## config.mk

```make
export PLATFORM = sky130hd
export DESIGN_NAME = rvmt_update
export DESIGN_NICKNAME = d
export VERILOG_FILES = /design/src/rtl/rvmt_pkg.sv /design/src/rtl/rvmt_update.sv
export SDC_FILE = /design/constraint.sdc
export NUM_CORES = 1
export LEC_CHECK = 0
export ABC_CLOCK_PERIOD_IN_PS = 3400
export BUFFER_PORTS_ARGS = -buffer_cell sky130_fd_sc_hd__buf_2
export CORE_ASPECT_RATIO = 0.6
export CORE_MARGIN = 1.5
export CORE_UTILIZATION = 52
export DETAILED_ROUTE_END_ITERATION = 8
export GPL_ROUTABILITY_DRIVEN = 0
export PLACE_DENSITY = 0.86
export SYNTH_ARGS = -nofsm -noshare
export SYNTH_HDL_FRONTEND = slang
export SYNTH_SLANG_ARGS = --single-unit
```

## constraint.sdc

```tcl
create_clock -name vclk -period 3.4
set_input_delay 0 -clock vclk [all_inputs]
set_output_delay 0 -clock vclk [all_outputs]
set_load 0.03 [all_outputs]
```

## src/rtl/rvmt_pkg.sv

```systemverilog
// rvmt_pkg: word types, command codes, state codes and flag positions
// shared by the membership table modules
// no dependencies
package rvmt_pkg;

  localparam int unsigned CmdW   = 3;
  localparam int unsigned IndexW = 9;
  localparam int unsigned DeltaW = 16;
  localparam int unsigned StateW = 2;
  localparam int unsigned OutCntW = 16;
  localparam int unsigned FlagW  = 3;

  typedef enum logic [CmdW-1:0] {
    CMD_ADD_ENABLE   = 3'd0,
    CMD_ADD_REMOVE   = 3'd1,
    CMD_SET_HELD     = 3'd2,
    CMD_SET_EXCLUDED = 3'd3,
    CMD_SET_GATE     = 3'd4,
    CMD_QUERY        = 3'd5
  } rvmt_cmd_e;

  typedef enum logic [StateW-1:0] {
    ST_HIDDEN = 2'd0,
    ST_LISTED = 2'd1,
    ST_GREYED = 2'd2
  } rvmt_state_e;

  // bit positions in the stored flag field
  localparam int unsigned FlagHeld = 0;
  localparam int unsigned FlagExcl = 1;
  localparam int unsigned FlagGate = 2;

  typedef struct packed {
    logic [CmdW-1:0]          command;
    logic [IndexW-1:0]        entry_index;
    logic signed [DeltaW-1:0] delta;
    logic                     flag_value;
  } rvmt_in_t;

  typedef struct packed {
    logic [StateW-1:0]         entry_state;
    logic signed [OutCntW-1:0] enable_count;
    logic signed [OutCntW-1:0] remove_count;
    logic                      held;
    logic                      index_valid;
    logic                      count_negative;
  } rvmt_out_t;

  // status from the update unit to the pipeline control
  typedef struct packed {
    logic [StateW-1:0] state;
    logic              negative;
    logic              write;
  } rvmt_upd_status_t;

endpackage

```

## src/rtl/rvmt_update.sv

```systemverilog
// rvmt_update: modify step of the read-modify-write; applies one command to an
// entry's counts and flags and derives the entry state. depends on rvmt_pkg
module rvmt_update
  import rvmt_pkg::*;
#(
  parameter int unsigned COUNT_BITS = 16
) (
  input  logic [CmdW-1:0]          cmd_i,
  input  logic signed [DeltaW-1:0] delta_i,
  input  logic                     flag_value_i,
  input  logic [COUNT_BITS-1:0]    enable_i,
  input  logic [COUNT_BITS-1:0]    remove_i,
  input  logic [FlagW-1:0]         flags_i,
  output logic [COUNT_BITS-1:0]    enable_o,
  output logic [COUNT_BITS-1:0]    remove_o,
  output logic [FlagW-1:0]         flags_o,
  output rvmt_upd_status_t         status_o
);

  logic [COUNT_BITS-1:0] delta_ext;
  logic                  member;
  logic [StateW-1:0]     state;
  logic                  negative;
  logic                  wr_en;

  // delta sign-extended or truncated to the count width
  assign delta_ext = COUNT_BITS'(delta_i);

  always_comb begin
    enable_o = enable_i;
    remove_o = remove_i;
    flags_o  = flags_i;
    negative = 1'b0;
    wr_en    = 1'b1;
    unique case (cmd_i)
      CMD_ADD_ENABLE: begin
        enable_o = enable_i + delta_ext;
        negative = enable_o[COUNT_BITS-1];
      end
      CMD_ADD_REMOVE: begin
        remove_o = remove_i + delta_ext;
        negative = remove_o[COUNT_BITS-1];
      end
      CMD_SET_HELD:     flags_o[FlagHeld] = flag_value_i;
      CMD_SET_EXCLUDED: flags_o[FlagExcl] = flag_value_i;
      CMD_SET_GATE:     flags_o[FlagGate] = flag_value_i;
      default:          wr_en = 1'b0;
    endcase
  end

  assign member = (enable_o != '0) && !enable_o[COUNT_BITS-1] && (remove_o == '0)
                  && !flags_o[FlagHeld] && !flags_o[FlagExcl];

  always_comb begin
    if (!member) begin
      state = ST_HIDDEN;
    end else if (flags_o[FlagGate]) begin
      state = ST_GREYED;
    end else begin
      state = ST_LISTED;
    end
  end

  assign status_o = {state, negative, wr_en};

endmodule

```

# Yosys cells after proc, flatten, opt, wreduce, memory -nomap -nowiden
# Cells that the tools add are included.
dict set report word_totals {
  ff_bits 0
  in_bits 55
}
dict set report op_classes {
  n_addsub 2
  n_eq_ne 4
  mux 9
  n_reduce_logical 11
}
# op count
set op_table {}
lappend op_table {{adder 16 bit} 2}
lappend op_table {{2-to-1 mux 16 bit} 2}
lappend op_table {{zero test 16 bit} 1}
lappend op_table {{nonzero test 16 bit} 1}
lappend op_table {{equality test 3 x 2 -> 1 bit (second input constant)} 2}
lappend op_table {{OR reduction 5 bit} 1}
lappend op_table {{logical AND 1 bit} 4}
lappend op_table {{2-to-1 mux 1 bit} 4}
lappend op_table {{2-to-1 mux 2 bit} 2}
lappend op_table {{equality test 3 x 1 -> 1 bit (second input constant)} 1}
lappend op_table {{equality test 3 bit (second input constant)} 1}
lappend op_table {{zero test 1 bit} 3}
lappend op_table {{zero test 3 bit} 1}
lappend op_table {{case mux 1 bit (2 select lines)} 1}

# Longest topological paths before layout
dict set report logic_depth {
  word_depth 8
  depth_mapped 11
  depth_no_buf 11
}

# Worst setup path before layout
# Ideal clock, no wire load.
dict set report synth_timing {
  kind {input to output}
  start {in delta_i[0]}
  end {out status_o[3] (netlist bit)}
  arrival_ns 3.208
  t_required_ns 3.400
  slack_ns 0.192
  cell_stages 11
  path_buffers 0
  path_cell_list {ha_1 -> fa_1 -> a21oi_1 -> nor2_1 -> or2_2 -> and3_1 -> o41ai_1 -> nor4_1 -> and4bb_2 -> o2111ai_1 -> nor2b_1}
}
# element line_no
set synth_rtl {}
lappend synth_rtl {{start, declared} rvmt_update.sv:9} ;# input logic signed [DeltaW-1:0] delta_i,
lappend synth_rtl {{end, declared} rvmt_update.sv:17} ;# output rvmt_upd_status_t status_o

==> reports/metrics.yaml <==
drt:
  drt-total-wl_um: 7060
  antenna_left: 0
  route.detailed.drc: 0
  routed_via_density: 6.05
  detail_route.iter0.violations: 203
  vias: 2854
  drtPass1Iterations: 5
  post_drt_wl_per_cell_um: 14.9
final_layout:
  nNetsFinal: 501
  finish.cell_count_without_fillers: 472
  commonest_non_fill_non_tap_cell_in_the_layout: "sky130_fd_sc_hd__buf_2"
  utilization_pct: 65.4
  area.growth.synth_to_final_pct: 20.1
  ff_latch_area_um2: 0
  fin_area_mm2: 0.00270
  final.clkbuf_count: 0
  drive_gt1_share_pct: 28.4
  diodes: 0
  n_sequential_cell: 0
  layout_common_cells: "94 x sky130_fd_sc_hd__buf_2, 64 x sky130_fd_sc_hd__nand2_1, 30 x sky130_fd_sc_hd__ha_1"
synthesis:
  synth_top_cell_area_share_pct: 16.7
  synth_area_per_cell_um2: 6.76
  synth_cell_types: 64
  top_cells_by_area_synth: "sky130_fd_sc_hd__ha_1 17%, sky130_fd_sc_hd__nand2_1 11%, sky130_fd_sc_hd__a21oi_1 6.2%"
  postSynthCellCount: 332
  yosys_warnings: 0
  net_count_after_synthesis: 419
  netlist_area_mm2: 0.00225
  seq_area_frac_synth_pct: 0
  yosysTopAreaCell: "sky130_fd_sc_hd__ha_1"
hold_path:
  min_to: "enable_o[9]"
  holdCritStartpoint: "enable_i[9]"
  worst_hold_path.num_cells: 4
  timing.hold.worst.class: "primary input to output pin"
sta:
  max-slew-margin-rel_pct: 46.6
  grt_setup_unrepaired: "no"
  achievable-frequency_mhz: 334
  setup_viol_count_final: 0
  fin_crit_ps: 3000
  fin_hold_ws_ps: 375
  final-max-slew-violation-count: 0
  final.period_utilization_pct: 88.1
  fin_tns_setup_ps: 0
  hold_viol_final: 0
  worstMarginPinSlew_ps: 797
power_and_ir_drop:
  power.static_leakage_nw: 1.29
  vdd_drop_max_mv: 0.107
  power-per-cell-area_mw_per_mm2: 200
placed_design:
  dp.cells: 472
  port-buffer-count: 94
  placedInstanceArea_mm2: 0.00270
  place_hpwl_um: 5970
critical_path:
  critical_path.startpoint_type: "primary input"
  critical_path_peak_fanout: 3
  critical-path-slowest-cell: "sky130_fd_sc_hd__or4_1"
  worstPathRequired_ps: 3400
  crit_family: "compound AO/OA/AOI/OAI gates"
  signal_arrival_time_at_the_worst_endpoint_ps: 3000
  critical-path-top-cell-by-count: "sky130_fd_sc_hd__buf_2"
  worstSetupPathType: "primary input to output pin"
  endpoint_kind: "output pin"
  path_buf_inv: 2
  cp_cell_sequence: "buf_2, ha_1, fa_1, a21o_2, a2111oi_4, nor2_2, o22ai_2, xor2_1, a31oi_1, or4_1, o2111ai_1, nor2b_1, buf_2"
  cpPeakStageDelay_ps: 490
floorplan:
  floorplan.rows: 18
  dieHeight_um: 53.9
  pin_count: 94
  die_w_um: 87.8
  die_area_mm2: 0.00474
  floorplan.core_area_mm2: 0.00412
  floorplan.initialDensity_pct: 54.5
global_routing:
  grt_antenna_before_repair: 0
  grt-busiest-layer: "met2"
  groute.layer.met1.usage_pct: 42.1
  grt_util_met2_pct: 45.8
  vias_in_the_first_global_route: 2282
  grt_util_all_layers_pct: 28.6
  globalRoute.totalOverflow: 0
  grt_max_degree: 31
  global_route.usage.met3_pct: 3.22
  grt_first_pass_wirelength_um: 10600
outcome:
  outcome: "finished clean"
clock_network:
  cts_hold_buf: 0
  cts_setup_buffers: 0
  post_cts.resized_instances: 0
job:
  maxCapViolations: 0
-- worst min-delay path, cell delays in order --
cell	delay, ps
sky130_fd_sc_hd__buf_2	120
sky130_fd_sc_hd__nand2_1	50
sky130_fd_sc_hd__nand2_1	40
sky130_fd_sc_hd__buf_2	170
-- cell type report --
| type | instances | area [um2] |
|---|---|---|
| Tap cell | 60 | 75.1 |
| Inverter | 6 | 22.5 |
| Multi-Input combinational cell | 310 | 2110 |
| Fill cell | 400 | 1430 |
| Timing Repair Buffer | 96 | 485 |
-- synth_stat cells (all sizes together) (4+ instances only) --
library cell / number
nand2: 64
a31oi: 4
o21ai: 32
nor4: 5
ha: 30
a21oi: 28
a21o: 4
or2: 4
nor2: 12
nor3: 9
buf: 11
nand3: 15
inv: 6
xor2: 12
and3: 8
o21a: 4
xnor2: 13
nor3b: 4
o211ai: 7
clkbuf: 5
a2111oi: 4
-- cell families after synthesis --
logic type,synth area share [%]
and+or+nand+nor,31.7
AOI/OAI and AO/OA,32.2
adders and majority gates,18.5
xor gates and xnor gates,9.75
buffers and inverters,5.90
muxes,1.95
-- worst max-delay path by stage --
stage                   to       start  cells after the start  slack, ps
2_1_floorplan  status_o[3]  delta_i[0]                     11        190
3_3_place_gp   status_o[3]  delta_i[0]                     13        490
3_5_place_dp   status_o[3]  delta_i[0]                     13        410
4_1_cts        status_o[3]  delta_i[0]                     13        410
5_1_grt        status_o[3]  delta_i[0]                     13        220
6_report       status_o[3]  delta_i[0]                     13        400
-- report_power, final --
group | leakage, nW | total [mW] | internal, mW | switching, mW
clock network | 0 | 0 | 0 | 0
registers | 0 | 0 | 0 | 0
logic | 1.29 | 0.538 | 0.204 | 0.334
-- layer usage --
layer | wire length (um) | up-vias
li1 | - | 1416
met1 | 3360 | 1294
met2 | 3020 | 136
met3 | 629 | 8
met4 | 48 | 0
met5 | 0 | -
-- through the flow --
| step | total power, mW | setup slack, ps |
|---|---|---|
| global placement | 0.515 | 488 |
| CTS | 0.529 | 414 |
| global route | 0.584 | 225 |
| detailed placement | 0.526 | 413 |
| finish | 0.538 | 403 |
| floorplan | 0.391 | 192 |
Note: power is estimated with default switching activity, not from simulation.
